**src/hw/rtl/stt_pkg.sv**
```systemverilog
// Shared types, token codes and keyword table for the source text tokenizer.
package stt_pkg;

  localparam int unsigned POS_BITS     = 16;
  localparam int unsigned KW_CHARS     = 8;
  localparam int unsigned PREFIX_CHARS = 8;
  localparam int unsigned PREFIX_BITS  = 8 * PREFIX_CHARS;
  localparam int unsigned KIND_BITS    = 5;
  localparam int unsigned KW_COUNT     = 10;
  localparam int unsigned RES_DEPTH    = 4;
  localparam int unsigned RES_PTR_BITS = $clog2(RES_DEPTH);
  localparam int unsigned RES_CNT_BITS = $clog2(RES_DEPTH + 1);

  // Token kinds
  localparam logic [KIND_BITS-1:0] TK_NUMBER     = 5'd0;
  localparam logic [KIND_BITS-1:0] TK_IDENT      = 5'd1;
  localparam logic [KIND_BITS-1:0] TK_INT        = 5'd2;
  localparam logic [KIND_BITS-1:0] TK_FLOAT      = 5'd3;
  localparam logic [KIND_BITS-1:0] TK_BOOL       = 5'd4;
  localparam logic [KIND_BITS-1:0] TK_CHAR       = 5'd5;
  localparam logic [KIND_BITS-1:0] TK_PLUS       = 5'd6;
  localparam logic [KIND_BITS-1:0] TK_MINUS      = 5'd7;
  localparam logic [KIND_BITS-1:0] TK_STAR       = 5'd8;
  localparam logic [KIND_BITS-1:0] TK_DIVIDE     = 5'd9;
  localparam logic [KIND_BITS-1:0] TK_EQUALS     = 5'd10;
  localparam logic [KIND_BITS-1:0] TK_EQ_EQ      = 5'd11;
  localparam logic [KIND_BITS-1:0] TK_BANG_EQ    = 5'd12;
  localparam logic [KIND_BITS-1:0] TK_LESS       = 5'd13;
  localparam logic [KIND_BITS-1:0] TK_LESS_EQ    = 5'd14;
  localparam logic [KIND_BITS-1:0] TK_GREATER    = 5'd15;
  localparam logic [KIND_BITS-1:0] TK_GREATER_EQ = 5'd16;
  localparam logic [KIND_BITS-1:0] TK_PRINTOUT   = 5'd17;
  localparam logic [KIND_BITS-1:0] TK_FUNCTION   = 5'd18;
  localparam logic [KIND_BITS-1:0] TK_IF         = 5'd19;
  localparam logic [KIND_BITS-1:0] TK_ELSE       = 5'd20;
  localparam logic [KIND_BITS-1:0] TK_WHILE      = 5'd21;
  localparam logic [KIND_BITS-1:0] TK_FOR        = 5'd22;
  localparam logic [KIND_BITS-1:0] TK_LPAREN     = 5'd23;
  localparam logic [KIND_BITS-1:0] TK_RPAREN     = 5'd24;
  localparam logic [KIND_BITS-1:0] TK_LBRACE     = 5'd25;
  localparam logic [KIND_BITS-1:0] TK_RBRACE     = 5'd26;
  localparam logic [KIND_BITS-1:0] TK_COMMA      = 5'd27;
  localparam logic [KIND_BITS-1:0] TK_EOF        = 5'd28;
  localparam logic [KIND_BITS-1:0] TK_UNKNOWN    = 5'd29;

  // Keywords, bytes packed first-character-most-significant, zero padded on the left
  localparam logic [PREFIX_BITS-1:0] KW_TEXT [KW_COUNT] = '{
    64'h0000_0000_0069_6E74,  // int
    64'h0000_0066_6C6F_6174,  // float
    64'h0000_0000_626F_6F6C,  // bool
    64'h0000_0000_6368_6172,  // char
    64'h7072_696E_744F_7574,  // printOut
    64'h6675_6E63_7469_6F6E,  // function
    64'h0000_0000_0000_6966,  // if
    64'h0000_0000_656C_7365,  // else
    64'h0000_0077_6869_6C65,  // while
    64'h0000_0000_0066_6F72   // for
  };
  localparam logic [3:0] KW_LEN [KW_COUNT] = '{
    4'd3, 4'd5, 4'd4, 4'd4, 4'd8, 4'd8, 4'd2, 4'd4, 4'd5, 4'd3
  };
  localparam logic [KIND_BITS-1:0] KW_CODE [KW_COUNT] = '{
    TK_INT, TK_FLOAT, TK_BOOL, TK_CHAR, TK_PRINTOUT,
    TK_FUNCTION, TK_IF, TK_ELSE, TK_WHILE, TK_FOR
  };

  typedef struct packed {
    logic [KIND_BITS-1:0] kind;
    logic [POS_BITS-1:0]  line;
    logic [POS_BITS-1:0]  column;
    logic [POS_BITS-1:0]  length;
    logic                 last;
  } token_t;

  // Up to two tokens per source item; slot 0 goes out first
  typedef struct packed {
    logic   v0;
    token_t t0;
    logic   v1;
    token_t t1;
  } res_pair_t;

  function automatic logic [POS_BITS-1:0] sat_inc(input logic [POS_BITS-1:0] v);
    logic [POS_BITS-1:0] r;
    r = (v == '1) ? v : v + POS_BITS'(1);
    return r;
  endfunction

  function automatic logic [KIND_BITS-1:0] kw_kind(input logic [POS_BITS-1:0]    len,
                                                   input logic [PREFIX_BITS-1:0] prefix);
    logic [KIND_BITS-1:0] k;
    k = TK_IDENT;
    if (len <= POS_BITS'(KW_CHARS)) begin
      for (int i = 0; i < KW_COUNT; i++) begin
        if (len == POS_BITS'(KW_LEN[i]) && prefix == KW_TEXT[i]) k = KW_CODE[i];
      end
    end
    return k;
  endfunction

endpackage

```
**src/hw/rtl/stt_if.sv**
```systemverilog
// Handshake channels of the tokenizer: source bytes in, tokens out.
interface stt_in_if;
  logic       valid;
  logic       ready;
  logic       kind;
  logic [7:0] char_code;

  modport source (output valid, kind, char_code, input ready);
  modport sink   (input valid, kind, char_code, output ready);
endinterface

interface stt_out_if;
  logic                                valid;
  logic                                ready;
  logic [stt_pkg::KIND_BITS-1:0]       token_kind;
  logic [stt_pkg::POS_BITS-1:0]        start_line;
  logic [stt_pkg::POS_BITS-1:0]        start_column;
  logic [stt_pkg::POS_BITS-1:0]        token_length;
  logic                                last;

  modport source (output valid, token_kind, start_line, start_column, token_length, last,
                  input ready);
  modport sink   (input valid, token_kind, start_line, start_column, token_length, last,
                  output ready);
endinterface

```
**src/hw/rtl/stt_core.sv**
```systemverilog
// Scanner state and the single-pass token decision for one registered source item.
module stt_core (
  input  logic                  clk_i,
  input  logic                  rst_ni,
  input  logic                  fire_i,
  input  logic                  kind_i,
  input  logic [7:0]            char_i,
  output stt_pkg::res_pair_t    res_o
);

  localparam logic [3:0] M_IDLE    = 4'd0;
  localparam logic [3:0] M_NUMBER  = 4'd1;
  localparam logic [3:0] M_WORD    = 4'd2;
  localparam logic [3:0] M_SLASH   = 4'd3;
  localparam logic [3:0] M_COMMENT = 4'd4;
  localparam logic [3:0] M_EQ      = 4'd5;
  localparam logic [3:0] M_BANG    = 4'd6;
  localparam logic [3:0] M_LT      = 4'd7;
  localparam logic [3:0] M_GT      = 4'd8;

  localparam logic [7:0] CH_TAB    = 8'h09;
  localparam logic [7:0] CH_NL     = 8'h0A;
  localparam logic [7:0] CH_CR     = 8'h0D;
  localparam logic [7:0] CH_SPACE  = 8'h20;
  localparam logic [7:0] CH_BANG   = 8'h21;
  localparam logic [7:0] CH_LPAREN = 8'h28;
  localparam logic [7:0] CH_RPAREN = 8'h29;
  localparam logic [7:0] CH_STAR   = 8'h2A;
  localparam logic [7:0] CH_PLUS   = 8'h2B;
  localparam logic [7:0] CH_COMMA  = 8'h2C;
  localparam logic [7:0] CH_MINUS  = 8'h2D;
  localparam logic [7:0] CH_SLASH  = 8'h2F;
  localparam logic [7:0] CH_LT     = 8'h3C;
  localparam logic [7:0] CH_EQ     = 8'h3D;
  localparam logic [7:0] CH_GT     = 8'h3E;
  localparam logic [7:0] CH_UNDER  = 8'h5F;
  localparam logic [7:0] CH_LBRACE = 8'h7B;
  localparam logic [7:0] CH_RBRACE = 8'h7D;

  localparam int unsigned PB = stt_pkg::POS_BITS;

  logic [3:0]                        mode_q, mode_d;
  logic [PB-1:0]                     cur_line_q, cur_line_d;
  logic [PB-1:0]                     cur_col_q, cur_col_d;
  logic [PB-1:0]                     tok_line_q, tok_line_d;
  logic [PB-1:0]                     tok_col_q, tok_col_d;
  logic [PB-1:0]                     tok_len_q, tok_len_d;
  logic [stt_pkg::PREFIX_BITS-1:0]   prefix_q, prefix_d;

  logic                              is_digit, is_alpha, is_word, is_eq;
  logic                              pend_v;
  stt_pkg::token_t                   pend_tok;
  logic [stt_pkg::KIND_BITS-1:0]     pend_kind, two_kind, single_kind;
  logic [PB-1:0]                     pend_len;
  stt_pkg::res_pair_t                res;

  assign is_digit = (char_i >= 8'h30) && (char_i <= 8'h39);
  assign is_alpha = ((char_i >= 8'h41) && (char_i <= 8'h5A)) ||
                    ((char_i >= 8'h61) && (char_i <= 8'h7A));
  assign is_word  = is_alpha || is_digit || (char_i == CH_UNDER);
  assign is_eq    = (char_i == CH_EQ);

  // Token held open by the current mode, emitted when the run ends
  always_comb begin
    pend_v    = 1'b1;
    pend_kind = stt_pkg::TK_UNKNOWN;
    pend_len  = PB'(1);
    unique case (mode_q)
      M_NUMBER: begin
        pend_kind = stt_pkg::TK_NUMBER;
        pend_len  = tok_len_q;
      end
      M_WORD: begin
        pend_kind = stt_pkg::kw_kind(tok_len_q, prefix_q);
        pend_len  = tok_len_q;
      end
      M_SLASH: pend_kind = stt_pkg::TK_DIVIDE;
      M_EQ:    pend_kind = stt_pkg::TK_EQUALS;
      M_BANG:  pend_kind = stt_pkg::TK_UNKNOWN;
      M_LT:    pend_kind = stt_pkg::TK_LESS;
      M_GT:    pend_kind = stt_pkg::TK_GREATER;
      default: pend_v    = 1'b0;
    endcase
    pend_tok = '{kind: pend_kind, line: tok_line_q, column: tok_col_q,
                 length: pend_len, last: 1'b0};
  end

  always_comb begin
    two_kind = stt_pkg::TK_GREATER_EQ;
    case (mode_q)
      M_EQ:    two_kind = stt_pkg::TK_EQ_EQ;
      M_BANG:  two_kind = stt_pkg::TK_BANG_EQ;
      M_LT:    two_kind = stt_pkg::TK_LESS_EQ;
      default: two_kind = stt_pkg::TK_GREATER_EQ;
    endcase
  end

  always_comb begin
    single_kind = stt_pkg::TK_UNKNOWN;
    case (char_i)
      CH_PLUS:   single_kind = stt_pkg::TK_PLUS;
      CH_MINUS:  single_kind = stt_pkg::TK_MINUS;
      CH_STAR:   single_kind = stt_pkg::TK_STAR;
      CH_LPAREN: single_kind = stt_pkg::TK_LPAREN;
      CH_RPAREN: single_kind = stt_pkg::TK_RPAREN;
      CH_LBRACE: single_kind = stt_pkg::TK_LBRACE;
      CH_RBRACE: single_kind = stt_pkg::TK_RBRACE;
      CH_COMMA:  single_kind = stt_pkg::TK_COMMA;
      default:   single_kind = stt_pkg::TK_UNKNOWN;
    endcase
  end

  always_comb begin
    mode_d     = mode_q;
    cur_line_d = cur_line_q;
    cur_col_d  = cur_col_q;
    tok_line_d = tok_line_q;
    tok_col_d  = tok_col_q;
    tok_len_d  = tok_len_q;
    prefix_d   = prefix_q;
    res        = '0;

    if (kind_i) begin
      // End of source: flush, emit eof, return to reset values
      res.v0     = pend_v;
      res.t0     = pend_tok;
      res.v1     = 1'b1;
      res.t1     = '{kind: stt_pkg::TK_EOF, line: cur_line_q, column: cur_col_q,
                     length: '0, last: 1'b1};
      mode_d     = M_IDLE;
      cur_line_d = PB'(1);
      cur_col_d  = PB'(1);
      tok_line_d = PB'(1);
      tok_col_d  = PB'(1);
      tok_len_d  = '0;
      prefix_d   = '0;
    end else if (mode_q == M_NUMBER && is_digit) begin
      tok_len_d = stt_pkg::sat_inc(tok_len_q);
      cur_col_d = stt_pkg::sat_inc(cur_col_q);
    end else if (mode_q == M_WORD && is_word) begin
      if (tok_len_q < PB'(stt_pkg::PREFIX_CHARS)) begin
        prefix_d = {prefix_q[stt_pkg::PREFIX_BITS-9:0], char_i};
      end
      tok_len_d = stt_pkg::sat_inc(tok_len_q);
      cur_col_d = stt_pkg::sat_inc(cur_col_q);
    end else if (mode_q == M_SLASH && char_i == CH_SLASH) begin
      mode_d    = M_COMMENT;
      cur_col_d = stt_pkg::sat_inc(cur_col_q);
    end else if (mode_q == M_COMMENT && char_i != CH_NL) begin
      cur_col_d = stt_pkg::sat_inc(cur_col_q);
    end else if ((mode_q inside {M_EQ, M_BANG, M_LT, M_GT}) && is_eq) begin
      res.v1    = 1'b1;
      res.t1    = '{kind: two_kind, line: tok_line_q, column: tok_col_q,
                    length: PB'(2), last: 1'b0};
      cur_col_d = stt_pkg::sat_inc(cur_col_q);
      mode_d    = M_IDLE;
    end else begin
      // Run ended: flush what is open, then start on this byte
      res.v0     = pend_v;
      res.t0     = pend_tok;
      mode_d     = M_IDLE;
      tok_line_d = cur_line_q;
      tok_col_d  = cur_col_q;
      if (char_i == CH_NL) begin
        cur_line_d = stt_pkg::sat_inc(cur_line_q);
        cur_col_d  = PB'(1);
      end else begin
        cur_col_d = stt_pkg::sat_inc(cur_col_q);
        if (is_digit) begin
          mode_d    = M_NUMBER;
          tok_len_d = PB'(1);
        end else if (is_alpha || char_i == CH_UNDER) begin
          mode_d    = M_WORD;
          tok_len_d = PB'(1);
          prefix_d  = stt_pkg::PREFIX_BITS'(char_i);
        end else begin
          case (char_i)
            CH_SPACE, CH_TAB, CH_CR: mode_d = M_IDLE;
            CH_SLASH: mode_d = M_SLASH;
            CH_EQ:    mode_d = M_EQ;
            CH_BANG:  mode_d = M_BANG;
            CH_LT:    mode_d = M_LT;
            CH_GT:    mode_d = M_GT;
            default: begin
              res.v1 = 1'b1;
              res.t1 = '{kind: single_kind, line: cur_line_q, column: cur_col_q,
                         length: PB'(1), last: 1'b0};
            end
          endcase
        end
      end
    end
  end

  always_ff @(posedge clk_i or negedge rst_ni) begin
    if (!rst_ni) begin
      mode_q     <= M_IDLE;
      cur_line_q <= PB'(1);
      cur_col_q  <= PB'(1);
      tok_line_q <= PB'(1);
      tok_col_q  <= PB'(1);
      tok_len_q  <= '0;
      prefix_q   <= '0;
    end else if (fire_i) begin
      mode_q     <= mode_d;
      cur_line_q <= cur_line_d;
      cur_col_q  <= cur_col_d;
      tok_line_q <= tok_line_d;
      tok_col_q  <= tok_col_d;
      tok_len_q  <= tok_len_d;
      prefix_q   <= prefix_d;
    end
  end

  assign res_o = res;

endmodule

```
**src/hw/rtl/stt_res_fifo.sv**
```systemverilog
// Result queue: takes zero to two tokens per item, hands out one per transfer.
module stt_res_fifo (
  input  logic                clk_i,
  input  logic                rst_ni,
  input  logic                push_i,
  input  stt_pkg::res_pair_t  res_i,
  input  logic                pop_ready_i,
  output logic                room_o,
  output logic                valid_o,
  output stt_pkg::token_t     tok_o
);

  localparam int unsigned PW = stt_pkg::RES_PTR_BITS;
  localparam int unsigned CW = stt_pkg::RES_CNT_BITS;

  stt_pkg::token_t   mem_q [stt_pkg::RES_DEPTH];
  logic [PW-1:0]     wr_ptr_q, wr_ptr_d, rd_ptr_q, rd_ptr_d, wr_ptr_nx;
  logic [CW-1:0]     count_q, count_d;
  logic [1:0]        n_push;
  logic              pop;
  stt_pkg::token_t   first_tok;

  assign n_push    = push_i ? ({1'b0, res_i.v0} + {1'b0, res_i.v1}) : 2'd0;
  assign first_tok = res_i.v0 ? res_i.t0 : res_i.t1;
  assign wr_ptr_nx = wr_ptr_q + PW'(1);
  assign valid_o   = (count_q != '0);
  assign pop       = valid_o && pop_ready_i;
  assign tok_o     = mem_q[rd_ptr_q];
  // Leave space for the worst case of two tokens
  assign room_o    = (count_q <= CW'(stt_pkg::RES_DEPTH - 2));

  always_comb begin
    wr_ptr_d = wr_ptr_q + PW'(n_push);
    rd_ptr_d = pop ? rd_ptr_q + PW'(1) : rd_ptr_q;
    count_d  = count_q + CW'(n_push) - CW'(pop);
  end

  always_ff @(posedge clk_i) begin
    if (n_push != 2'd0) mem_q[wr_ptr_q] <= first_tok;
    if (n_push == 2'd2) mem_q[wr_ptr_nx] <= res_i.t1;
  end

  always_ff @(posedge clk_i or negedge rst_ni) begin
    if (!rst_ni) begin
      wr_ptr_q <= '0;
      rd_ptr_q <= '0;
      count_q  <= '0;
    end else begin
      wr_ptr_q <= wr_ptr_d;
      rd_ptr_q <= rd_ptr_d;
      count_q  <= count_d;
    end
  end

endmodule

```
**src/hw/rtl/source_text_tokenizer.sv**
```systemverilog
// Top level of the streaming source text tokenizer.
//
//   channel  dir  payload                                                  last item
//   src_i    in   kind, char_code                                          kind = 1
//   res_o    out  token_kind, start_line, start_column, token_length, last  last = 1
//
// Each item is registered on transfer, then scanned into 0, 1 or 2 tokens that go into
// a four-entry result queue; one item per cycle is taken while the queue has room.
// Tokens leave one per cycle while res_o.ready is high, so a stream of items that each
// give two tokens is held back by the single output port.
// The input stage holds while the queue has fewer than two free entries.
// Reset clears the scanner to line 1, column 1 and empties the queue.
module source_text_tokenizer (
  input  logic           clk_i,
  input  logic           rst_ni,
  stt_in_if.sink         src_i,
  stt_out_if.source      res_o
);

  logic                 in_valid_q;
  logic                 in_kind_q;
  logic [7:0]           in_char_q;
  logic                 room;
  logic                 fire;
  logic                 in_xfer;
  stt_pkg::res_pair_t   res_pair;
  stt_pkg::token_t      tok;

  assign fire        = in_valid_q && room;
  assign src_i.ready = !in_valid_q || fire;
  assign in_xfer     = src_i.valid && src_i.ready;

  always_ff @(posedge clk_i or negedge rst_ni) begin
    if (!rst_ni) begin
      in_valid_q <= 1'b0;
    end else if (src_i.ready) begin
      in_valid_q <= src_i.valid;
    end
  end

  always_ff @(posedge clk_i) begin
    if (in_xfer) begin
      in_kind_q <= src_i.kind;
      in_char_q <= src_i.char_code;
    end
  end

  stt_core u_core (
    .clk_i  (clk_i),
    .rst_ni (rst_ni),
    .fire_i (fire),
    .kind_i (in_kind_q),
    .char_i (in_char_q),
    .res_o  (res_pair)
  );

  stt_res_fifo u_fifo (
    .clk_i       (clk_i),
    .rst_ni      (rst_ni),
    .push_i      (fire),
    .res_i       (res_pair),
    .pop_ready_i (res_o.ready),
    .room_o      (room),
    .valid_o     (res_o.valid),
    .tok_o       (tok)
  );

  assign res_o.token_kind   = tok.kind;
  assign res_o.start_line   = tok.line;
  assign res_o.start_column = tok.column;
  assign res_o.token_length = tok.length;
  assign res_o.last         = tok.last;

endmodule

```
**src/flat_wrapper.sv**
```systemverilog
// flat-port wrapper written by rule: the top's interface ports become plain ports
module source_text_tokenizer_flat 
  (clk_i, rst_ni, src_i_valid, src_i_kind, src_i_char_code, src_i_ready, res_o_valid, res_o_token_kind, res_o_start_line, res_o_start_column, res_o_token_length, res_o_last, res_o_ready);
  stt_in_if src_i_i ();
  stt_out_if res_o_i ();
  input  logic clk_i;
  input  logic rst_ni;
  input wire logic [$bits(src_i_i.valid)-1:0] src_i_valid;
  input wire logic [$bits(src_i_i.kind)-1:0] src_i_kind;
  input wire logic [$bits(src_i_i.char_code)-1:0] src_i_char_code;
  output wire logic [$bits(src_i_i.ready)-1:0] src_i_ready;
  output wire logic [$bits(res_o_i.valid)-1:0] res_o_valid;
  output wire logic [$bits(res_o_i.token_kind)-1:0] res_o_token_kind;
  output wire logic [$bits(res_o_i.start_line)-1:0] res_o_start_line;
  output wire logic [$bits(res_o_i.start_column)-1:0] res_o_start_column;
  output wire logic [$bits(res_o_i.token_length)-1:0] res_o_token_length;
  output wire logic [$bits(res_o_i.last)-1:0] res_o_last;
  input wire logic [$bits(res_o_i.ready)-1:0] res_o_ready;
  assign src_i_i.valid = src_i_valid;
  assign src_i_i.kind = src_i_kind;
  assign src_i_i.char_code = src_i_char_code;
  assign src_i_ready = src_i_i.ready;
  assign res_o_valid = res_o_i.valid;
  assign res_o_token_kind = res_o_i.token_kind;
  assign res_o_start_line = res_o_i.start_line;
  assign res_o_start_column = res_o_i.start_column;
  assign res_o_token_length = res_o_i.token_length;
  assign res_o_last = res_o_i.last;
  assign res_o_i.ready = res_o_ready;
  source_text_tokenizer u_core (.clk_i(clk_i), .rst_ni(rst_ni), .src_i(src_i_i), .res_o(res_o_i));
endmodule
```
**config.mk**
```make
export PLATFORM = sky130hd
export DESIGN_NAME = source_text_tokenizer_flat
export DESIGN_NICKNAME = d
export VERILOG_FILES = /design/src/hw/rtl/stt_pkg.sv /design/src/hw/rtl/stt_if.sv /design/src/hw/rtl/stt_core.sv /design/src/hw/rtl/stt_res_fifo.sv /design/src/hw/rtl/source_text_tokenizer.sv /design/src/flat_wrapper.sv
export SDC_FILE = /design/constraint.sdc
export NUM_CORES = 1
export LEC_CHECK = 0
export BUFFER_PORTS_ARGS = -buffer_cell sky130_fd_sc_hd__buf_2
export CORE_MARGIN = 2
export CORE_UTILIZATION = 63
export DETAILED_ROUTE_END_ITERATION = 16
export PLACE_DENSITY_LB_ADDON = 0.1
export SYNTH_ARGS = -nofsm -noshare
export SYNTH_HDL_FRONTEND = slang
export SYNTH_SLANG_ARGS = --single-unit
```
**constraint.sdc**
```tcl
create_clock -name clk_i -period 5.74 [get_ports clk_i]
set_input_delay 0.287 -clock clk_i [delete_from_list [all_inputs] [get_ports clk_i]]
set_output_delay 0.287 -clock clk_i [all_outputs]
set_load 0.02 [all_outputs]
```
==> out/qor.yml, run 1 <==
outcome:
  status: "finished, final reports clean"
global_route:
  antenna_found_initial: 0
  grt_pass1_wl_um: 82100
  track_usage_pct: 32.0
  grt_pass1_vias: 14700
  grt_overflow: 0
  grt_max_degree: 98
sta:
  finalHoldViolations: 0
  setup_violations: 0
  skew_ns: 0.0139
  finalWorstSetupSlack_ns: 0.599
  fin_setup_tns_ns: 0
  fin_hold_ws_ns: 0.166
  tightest_slew_ns: 1.27
  min_period_over_period_pct: 89.6
  max-slew-margin-rel_pct: 15.4
  fin_crit_ns: 5.14
  fmax_mhz: 195
  slew_viol_final: 0
  rsz0062_at_grt: "no"
route:
  wl_um: 52300
  ant_nets: 0
  first_iter_violations: 1790
  drtPass1Iterations: 5
  drc: 0
  routed_via_density: 7.10
  vias: 15300
  wl_per_cell_um: 24.2
logic_synthesis:
  yosysSeqAreaShare_pct: 51.8
  ys.warnings.count: 0
  synth_top_cell_by_area: "edfxtp_1"
  synth_edf_count: 169
  yosys-top-cells-area: "edfxtp_1 26%, dfrtp_1 19%, a221o_1 6.6%"
  syn_nets: 1777
  avgSynthCellArea_um2: 11.1
  synthCells: 1752
  netlist.area_leader.share_pct: 26.0
  synth_area_um2: 19500
  ys_seq_elements: 381
  ys_types: 83
  synth-main-ff-cell: "edfxtp_1"
  async_flop_share_pct: 40.9
floorplan:
  core-area_um2: 30500
  num_rows: 64
  start_util_pct: 63.9
  pin_count: 69
  die_h_um: 180
  dieArea_um2: 32400
  die_w_um: 180
power:
  ir_drop_uv: 316
  powerDensity_nw_per_um2: 433
  p_leak_nw: 7.84
placed_design:
  gp_congestion: 0.984
  port_buffers: 68
  pre_cts_ws_ns: 0.676
  dp_cells: 2074
  hpwl_um: 30600
clocking:
  cts_tree: "done"
  cts-resized-gates: 0
  clockBufferDepth: 3
  clk_latency_ns: 0.55
  cts_made_buffers: 40
  htreeDepth: 2
  clock-sinks: 381
  cts-root-buf: "clkbuf_16"
  cts_setup_buffers: 0
  cts.clk_slew.worst_paths_ns: 0.06
setup_path:
  critPathRequiredTime_ns: 5.98
  worst_setup_path_start_kind: "flip-flop"
  path_class: "reg2reg"
  end_kind: "flip-flop"
  arrival_ns: 5.38
  worst_r2r_path_depth: 12
  cp_max_fo: 23
layout:
  nets: 1756
  post-route-util_pct: 70.1
  syn_to_final_growth_pct: 9.58
  drive_above_1_share_pct: 15.3
  final_cell_mix: "197 x nor2_1, 169 x edfxtp_1, 150 x dfrtp_1"
  final_cells: 2158
  final_common_cell: "nor2_1"
  antennaDiodeCount: 0
worst_hold_path:
  hold_class: "in2reg"
  holdPathStages: 3
job:
  maxCapViolCount: 0
## registers in the layout, indices dropped and copies added, names as in the netlist, 4 cells and up
signal / count
u_core.u_fifo.mem_q: 216
u_core.u_core.prefix_q: 64
u_core.u_core.cur_col_q: 16
u_core.u_core.cur_line_q: 16
u_core.u_core.tok_col_q: 16
u_core.u_core.tok_len_q: 16
u_core.u_core.tok_line_q: 16
u_core.in_char_q: 8
u_core.u_core.mode_q: 4
## where the power goes
part	switching (mW)	internal (mW)	total, mW
sequential	0.431	3.29	3.72
combinational	1.96	1.03	3.00
clock	1.05	1.48	2.53
## stage by stage
| stage | power [mW] | area, um2 |
|---|---|---|
| 2_1_floorplan | 5.73 | 19500 |
| 3_3_place_gp | 6.66 | 20000 |
| 3_5_place_dp | 6.72 | 20000 |
| 4_1_cts | 9.24 | 21400 |
| 5_1_grt | 9.65 | 21400 |
| 6_report | 9.25 | 21400 |
## worst paths after layout
path	start	endpoint	slack [ns]
worst min-delay path	res_o_ready	u_core.u_fifo.rd_ptr_q[0]	0.17
worst max register to register	u_core.in_char_q[4]	u_core.u_fifo.mem_q[1][20]	0.60
worst max-delay path	u_core.in_char_q[4]	u_core.u_fifo.mem_q[1][20]	0.60
max in group asynchronous	rst_ni	u_core.u_fifo.rd_ptr_q[0]	3.99
worst min register to register	u_core.u_fifo.mem_q[1][8]	u_core.u_fifo.mem_q[1][8]	0.47
min in group asynchronous	rst_ni	u_core.u_core.prefix_q[42]	0.39
## what timing repair did
| item | 4_1_cts | 5_1_grt |
|---|---|---|
| hold buffers | 11 | 0 |
| setup endpoints to repair | 0 | 0 |
| endpoints found under the hold margin | 102 | 0 |
## synth_stat cells, types with 7 or more instances
cell type,n
and3_1,12
buf_4,15
nor4_1,39
inv_1,22
o22ai_1,21
buf_2,23
a31oi_1,7
and2_1,17
dfrtp_1,152
nor2_1,202
edfxtp_1,169
nor2b_1,12
nor4bb_1,8
a22o_1,115
mux4_2,54
or2_2,7
a22oi_1,41
or3_1,12
o31ai_1,12
nand4_1,22
nand3_1,36
o21ai_0,52
dfxtp_1,56
a21oi_1,31
and4_1,7
nand2b_1,10
o32ai_1,9
and4b_1,7
buf_1,11
nand2_1,123
ha_1,11
nor4b_1,10
clkbuf_1,130
xnor2_1,28
a221o_1,128
nor3_1,39
## layer usage
| metal | vias to the layer above | track usage (%) | part of all wire, % |
|---|---|---|---|
| li1 | 6785 | - | - |
| met1 | 7494 | 46.5 | 42 |
| met2 | 863 | 49.2 | 45 |
| met3 | 170 | 5.35 | 9.3 |
| met4 | 0 | 11.7 | 3.2 |
| met5 | - | 0 | 0 |
## logic make-up (layout without fill, tap and decap cells)
| family | after synthesis | count (layout) | synth area share (%) |
|---|---|---|---|
| AO/OA/AOI/OAI | 464 | 464 | 19.5 |
| XOR/XNOR | 31 | 31 | 1.39 |
| adder cells (fa/ha/maj) | 12 | 12 | 0.808 |
| buffers and inverters | 203 | 213 | 4.35 |
| flip-flops | 381 | 381 | 51.8 |
| multiplexers | 61 | 61 | 6.63 |
| AND/OR/NAND/NOR | 600 | 600 | 15.5 |
## final cells by class
cell class / count / area (um2)
sequential: 381 / 10100
fill: 2234 / 9140
multi-input combinational: 1168 / 8600
clock buffer: 63 / 1240
timing repair buffer: 117 / 779
tap: 396 / 495
inverter: 23 / 86.3
clock inverter: 10 / 62.6
## worst max-delay path: stages, from the launching register on
cell      delay [ns]
edfxtp_1        0.54
nor4bb_1        0.83
and2_1          0.32
a211o_1         0.20
a21o_1          0.21
a21oi_1         0.08
or2_2           0.28
ha_1            0.31
o21ai_0         0.15
or3b_2          0.68
and2_1          0.44
inv_2           0.50
buf_12          0.27
Note: power is estimated with default switching activity, not from simulation.
==> inputs of run 2 (changes only) <==
--- a/config.mk
+++ b/config.mk
@@ -10,6 +10,8 @@
 export CORE_UTILIZATION = 63
 export DETAILED_ROUTE_END_ITERATION = 16
 export PLACE_DENSITY_LB_ADDON = 0.1
+export RECOVER_POWER = 100
 export SYNTH_ARGS = -nofsm -noshare
 export SYNTH_HDL_FRONTEND = slang
+export SYNTH_HIERARCHICAL = 1
 export SYNTH_SLANG_ARGS = --single-unit
==> out/qor.yml, run 2 <==
floorplan:
  core-area_um2: 32400  # +6.1%
  pin_count: 69  # unchanged
  dieArea_um2: 34200  # +5.6%
  num_rows: 66  # +3.1%
  start_util_pct: 63.7  # -0.24 points
  die_w_um: 185  # +2.7%
  die_h_um: 185  # +2.7%
power:
  p_clk_share_pct: 25.3  # -2.1 points
  power_frac_comb_pct: 35.9  # +3.5 points
  seqPwrFrac_pct: 38.8  # -1.5 points
  swShare_pct: 37.6  # +0.40 points
  p_leak_nw: 7.90  # +0.77%
  p_sw_mw: 3.73  # +8.4%
  ir_drop_uv: 322  # +1.6%
  powerDensity_nw_per_um2: 445  # +2.9%
  p_int_mw: 6.19  # +6.5%
  p_total_mw: 9.92  # +7.2%
sta:
  rsz0062_at_grt: "no"
  setup_violations: 0  # unchanged
  tightest_slew_ns: 2.74  # +1.47 ns
  min_period_over_period_pct: 87.1  # -2.4 points
  skew_ns: 0.0206  # +0.00668 ns
  slew_viol_final: 67  # +67
  fmax_mhz: 200  # +2.8%
  fin_crit_ns: 5.00  # -0.140 ns
  finalHoldViolations: 0  # unchanged
  fin_setup_tns_ns: 0  # unchanged
  max-slew-margin-rel_pct: -82.5  # -98 points
setup_path:
  path_class: "reg2reg"
  r2r_slack_ns: 0.74  # +0.14 ns
  crit_slowest_cell: "nor4_1"
  critPathRequiredTime_ns: 5.93  # -0.05 ns
  end_kind: "flip-flop"
  arrival_ns: 5.19  # -0.19 ns
  cpPeakStageDelay_ns: 0.88  # +0.05 ns
  r2r_start: "u_core/in_char_q[2]"
  worst_r2r_path_depth: 10  # -2
  path_cells: "nor4_1 > a21boi_0 > a211oi_2 > o21ai_0 > buf_4 > a21oi_4 > ha_1 > mux2_1 > and3_1 > buf_4"
  worst_setup_path_start_kind: "flip-flop"
  cpMostUsedCell: "buf_4"
  cp_max_fo: 22  # -4.3%
  r2r-end: "u_core/u_fifo/mem_q[3][45]"
outcome:
  violations: "capacitance limit, slew limit"
  status: "complete, but fails checks"
route:
  wl_um: 52800  # +0.95%
  drtPass1Iterations: 5  # unchanged
  drc: 0  # unchanged
  ant_nets: 0  # unchanged
  first_iter_violations: 1569  # -12%
  wl_per_cell_um: 23.4  # -3.5%
  vias: 15100  # -1.2%
  routed_via_density: 6.70  # -5.5%
job:
  maxCapViolCount: 2  # +2
clocking:
  cts_tree: "done"
  cts-resized-gates: 0  # unchanged
  cts.clk_slew.worst_paths_ns: 0.06  # about the same
  clock-sinks: 381  # unchanged
  cts_made_buffers: 41  # +2.5%
  clockBufferDepth: 3  # unchanged
  cts-root-buf: "clkbuf_16"
  cts_setup_buffers: 0  # unchanged
  htreeDepth: 2  # unchanged
  clk_latency_ns: 0.54  # about the same
layout:
  syn_to_final_growth_pct: 8.08
  multiInputGateArea_um2: 8920  # +3.7%
  nets: 1808  # +3.0%
  final_cell_mix: "225 x edfxtp_1, 214 x o2bb2ai_1, 196 x nand2_1"
  largest-register: "u_core/u_fifo/mem_q"
  seqCellArea_um2: 10700  # +5.5%
  final_cell_area_um2: 22300  # +4.2%
  largest_reg_flops: 216  # unchanged
  drive_above_1_share_pct: 11.2  # -4.1 points
  final_common_cell: "edfxtp_1"
  top_regs: "u_core/u_fifo/mem_q x216, u_core/u_core/prefix_q x64"
  antennaDiodeCount: 0  # unchanged
  n_fill_cell: 2500  # +12%
logic_synthesis:
  synth_area_um2: 20600  # +5.7%
  synthCells: 1763  # +0.63%
  avgSynthCellArea_um2: 11.7  # +5.0%
  async_flop_share_pct: 40.9  # unchanged
  synthTopCellsByCount: "225 x edfxtp_1, 207 x o2bb2ai_1, 196 x nand2_1"
  synth_edf_count: 225  # +33%
  netlist.area_leader.share_pct: 32.8  # +6.8 points
  yosysSeqAreaShare_pct: 51.7  # -0.073 points
  ys_types: 89  # +7.2%
  yosysMostFrequentCell: "edfxtp_1"
  synth_top_cell_by_area: "edfxtp_1"
  ys.warnings.count: 6  # +6
  synth-main-ff-cell: "edfxtp_1"
  yosys-top-cells-area: "edfxtp_1 33%, dfrtp_1 18%, o2bb2ai_1 8.8%"
  ys_seq_elements: 381  # unchanged
global_route:
  antenna_found_initial: 2  # +2
  grt_overflow: 0  # unchanged
  track_usage_pct: 31.6  # -0.47 points
  grt_max_degree: 96  # -2.0%
  grt_pass1_vias: 15100  # +2.6%
  grt_pass1_wl_um: 84000  # +2.3%
worst_hold_path:
  hold_start: "res_o_ready"
  hold_class: "in2reg"
  holdPathStages: 3  # unchanged
  worst_hold_path.endpoint: "u_core/u_fifo/rd_ptr_q[0]"
placed_design:
  hpwl_um: 32400  # +5.9%
  gp_congestion: 0.888  # -9.8%
  port_buffers: 68  # unchanged
  dpl_cell_area_um2: 21200  # +6.2%
## run 2: changes by cell type in the layout (fill, tap and decap cells not counted), moves of 57 or more
| cell | change |
|---|---|
| clkbuf_1 | +57 |
| a22o_1 | -79 |
| nor2_1 | -133 |
| a221o_1 | -128 |
| buf_2 | -57 |
| o2bb2ai_1 | +212 |
| nand2_1 | +73 |
## run 2: metrics by stage
| stage | hold WS, ns | utilization, % | std cells | worst slack, ns |
|---|---|---|---|---|
| after global placement | 0.432 | 65.5 | 2171 | 1.27 |
| after CTS | 0.136 | 69.8 | 2257 | 1.20 |
| after global routing | 0.157 | 68.8 | 2257 | 0.482 |
| after detailed placement | 0.423 | 65.5 | 2171 | 1.22 |
| after floorplan | -0.00859 | - | 1777 | 0.910 |
| final | 0.141 | 68.8 | 2257 | 0.739 |
## run 2: how the worst max path moves through the flow
stage,startpoint,end,slack (ns),cells after the start
after CTS,u_core/in_char_q[4],u_core/u_fifo/mem_q[1][42],1.20,12
after global routing,u_core/in_char_q[2],u_core/u_fifo/mem_q[3][39],0.48,10
after floorplan,u_core/in_char_q[4],u_core/u_fifo/mem_q[1][0],0.91,12
after global placement,u_core/in_char_q[1],u_core/u_fifo/mem_q[2][52],1.27,13
final,u_core/in_char_q[2],u_core/u_fifo/mem_q[3][45],0.74,10
after detailed placement,u_core/in_char_q[4],u_core/u_fifo/mem_q[2][52],1.22,12
## run 2: final cells by class
type,instances,area share [%]
sequential,381,47.9
multi-input combinational,1195,40.0
timing repair buffer,115,3.13
tap,442,2.48
inverter,49,0.825
clock buffer,53,5.03
clock inverter,22,0.635
## run 2: logic make-up after synthesis
kind of cell	share of synthesized area, %
compound gates	17.8
xor+xnor	0.765
fa+ha+maj	0.765
buf+inv	4.82
flops	51.7
mux	9.74
other cells	0.0182
simple gates	14.3
## run 2: power by group through the flow
stage               registers [mW]  clock network (mW)  logic [mW]
floorplan                     3.69                   0        2.77
global placement              3.89                   0        3.61
detailed placement            3.92                   0        3.66
CTS                           3.86                2.54        3.68
global route                  3.91                2.65        3.81
finish                        3.85                2.51        3.56
## run 2: what timing repair did
action,in CTS,in global routing
hold buffers,11,0
endpoints found under the setup margin,0,0
endpoints found under the hold margin,100,0
## run 2: worst max-delay path, delay by kind of cell, from the launching register on
family | cells | cell delay (ns)
simple gates | 2 | 1.64
fa+ha+maj | 1 | 0.30
mux | 1 | 0.25
compound gates | 4 | 1.10
buf+inv | 2 | 0.71
flops | 1 | 0.64
## run 2: per-layer routing
layer	wire, um	track usage (%)
met3	4120	6.02
met4	1520	10.1
met1	22500	43.8
met2	24700	50.7
met5	13	0
==> inputs of run 3 (changes only) <==
==> constraint.sdc (replaced) <==
create_clock -name clk_i -period 5.74 [get_ports clk_i]
set_input_delay 0.287 -clock clk_i [delete_from_list [all_inputs] [get_ports clk_i]]
set_output_delay 0.287 -clock clk_i [all_outputs]
set_load 0.005 [all_outputs]
==> out/qor.yml, run 3 (synthesis gave the netlist of run 2 again) <==
setup_path:
  startpoint: "u_core/in_char_q[2]"
  cp_top_family: "compound AO/OA/AOI/OAI gates"
  worst_r2r_path_depth: 11  # +1
  end_kind: "flip-flop"
  r2r-end: "u_core/u_fifo/mem_q[2][52]"
  path_class: "reg2reg"
  r2r_slack_ns: 0.76  # +0.02 ns
  critPathRequiredTime_ns: 6.12  # +0.19 ns
  crit_slowest_cell: "nor4_1"
  r2r_start: "u_core/in_char_q[2]"
  arrival_ns: 5.35  # +0.16 ns
  worst_setup_path_start_kind: "flip-flop"
  crit_end: "u_core/u_fifo/mem_q[2][52]"
  cpMostUsedCell: "buf_4"
  worstSetupPathDepth: 11  # +1
  crit_buf_inv: 2  # unchanged
  cpPeakStageDelay_ns: 0.87  # about the same
  path_cells: "nor4_1 > a21boi_0 > a211oi_2 > o21ai_0 > buf_4 > a21oi_4 > ha_1 > or3b_1 > o21ai_4 > buf_4 > o2bb2ai_1"
  cp_max_fo: 22  # unchanged
route:
  wl_um: 52800  # about the same
  first_iter_violations: 1558  # -0.70%
  drc: 0  # unchanged
  drtPass1Iterations: 5  # unchanged
  ant_nets: 0  # unchanged
  vias: 15200  # +0.24%
  routed_via_density: 6.72  # +0.24%
  wl_per_cell_um: 23.4  # about the same
global_route:
  grt_max_degree: 96  # unchanged
  grt_pass1_wl_um: 84000  # unchanged
  antenna_found_initial: 3  # +1
  track_usage_pct: 31.6  # unchanged
  grt_overflow: 0  # unchanged
  grt_pass1_vias: 15100  # unchanged
power:
  powerDensity_nw_per_um2: 431  # -3.1%
  p_sw_mw: 3.42  # -8.5%
  seqPwrFrac_pct: 40.0  # +1.2 points
  power_frac_comb_pct: 33.9  # -2.0 points
  ir_drop_uv: 321  # about the same
  p_clk_share_pct: 26.0  # +0.7 points
  swShare_pct: 35.5  # -2.1 points
  p_int_mw: 6.21  # +0.32%
  p_leak_nw: 7.94  # +0.61%
layout:
  largest-register: "u_core/u_fifo/mem_q"
  top_regs: "u_core/u_fifo/mem_q x216, u_core/u_core/prefix_q x64"
  final_common_cell: "edfxtp_1"
  drive_above_1_share_pct: 12.2  # +0.99 points
  largest_reg_flops: 216  # unchanged
  syn_to_final_growth_pct: 8.19
  final_cell_mix: "225 x edfxtp_1, 214 x o2bb2ai_1, 196 x nand2_1"
  nets: 1808  # unchanged
  antennaDiodeCount: 0  # unchanged
sta:
  skew_ns: 0.0174  # -0.00316 ns
  rsz0062_at_grt: "no"
  slew_viol_final: 67  # unchanged
  fin_crit_ns: 4.98  # -0.0249 ns
  max-slew-margin-rel_pct: -82.0  # +0.54 points
  finalWorstSetupSlack_ns: 0.764  # +0.0249 ns
  fmax_mhz: 201  # +0.50%
  setup_violations: 0  # unchanged
  tightest_slew_ns: 2.73  # -0.00807 ns
  min_period_over_period_pct: 86.7  # -0.43 points
  fin_setup_tns_ns: 0  # unchanged
  finalHoldViolations: 0  # unchanged
  fin_hold_ws_ns: 0.142  # +0.000646 ns
clocking:
  clock-sinks: 381  # unchanged
  clk_latency_ns: 0.54  # about the same
  cts_made_buffers: 41  # unchanged
  cts-root-buf: "clkbuf_16"
  cts-resized-gates: 0  # unchanged
  cts.clk_slew.worst_paths_ns: 0.06  # about the same
  cts_tree: "done"
  clockBufferDepth: 3  # unchanged
  htreeDepth: 2  # unchanged
worst_hold_path:
  holdPathStages: 3  # unchanged
  hold_class: "in2reg"
  hold_start: "res_o_ready"
placed_design:
  pre_cts_ws_ns: 1.22  # unchanged
  port_buffers: 68  # unchanged
  gp_congestion: 0.888  # unchanged
  hpwl_um: 32400  # unchanged
floorplan:
  start_util_pct: 63.7  # unchanged
  pin_count: 69  # unchanged
  die_h_um: 185  # unchanged
  num_rows: 66  # unchanged
  core-area_um2: 32400  # unchanged
  die_w_um: 185  # unchanged
  dieArea_um2: 34200  # unchanged
job:
  maxCapViolCount: 2  # unchanged
outcome:
  status: "complete, but fails checks"
  violations: "capacitance limit, slew limit"
==> run 3: metrics by stage <==
| step | util [%] | cell area [um2] | power, mW | std cells |
|---|---|---|---|---|
| 3_3_place_gp | 65.5 | 21200 | 7.18 | 2171 |
| 2_1_floorplan | - | 20700 | 6.14 | 1777 |
| 3_5_place_dp | 65.5 | 21200 | 7.26 | 2171 |
| 6_report | 68.9 | 22300 | 9.62 | 2257 |
| 5_1_grt | 68.9 | 22300 | 10.1 | 2257 |
| 4_1_cts | 69.8 | 22600 | 9.77 | 2257 |
==> run 3: layer usage <==
| metal | wire length [um] | vias to the layer above | GRT usage (%) |
|---|---|---|---|
| li1 | - | 6840 | - |
| met1 | 22200 | 7556 | 43.8 |
| met2 | 24800 | 652 | 50.7 |
| met3 | 4260 | 117 | 6.02 |
| met4 | 1530 | 4 | 10.1 |
| met5 | 26 | - | 0 |
==> run 3: layout make-up <==
cell class                      count  area (um2)
Clock buffer                       53        1120
Clock inverter                     22         141
Fill cell                        2496       10100
Inverter                           49         184
Multi-Input combinational cell   1195        8920
Sequential cell                   381       10700
Tap cell                          442         553
Timing Repair Buffer              115         719
==> run 3: tightest hold or removal path: stages <==
cell and delay, ns:
buf_2 0.07, o31a_1 0.19, xor2_1 0.08
==> run 3: timing repair <==
item,in CTS,in global routing
buffers inserted,0,0
endpoints found under the setup margin,0,0
endpoints found under the hold margin,100,0
hold buffers,11,0
==> run 3: power by group through the flow <==
stage,clock (mW),sequential [mW],combinational (mW)
3_5_place_dp,0,3.92,3.35
5_1_grt,2.65,3.91,3.52
2_1_floorplan,0,3.69,2.45
3_3_place_gp,0,3.89,3.29
6_report,2.50,3.85,3.27
4_1_cts,2.54,3.86,3.36
==> run 3: worst min path at each step <==
stage	to	slack (ns)
finish	u_core/u_fifo/rd_ptr_q[0]	0.14
global route	u_core/u_fifo/rd_ptr_q[0]	0.16
CTS	u_core/u_fifo/rd_ptr_q[0]	0.14
detailed placement	u_core/u_core/prefix_q[30]	0.42
global placement	u_core/u_core/prefix_q[30]	0.43
floorplan	u_core/in_valid_q	-0.009
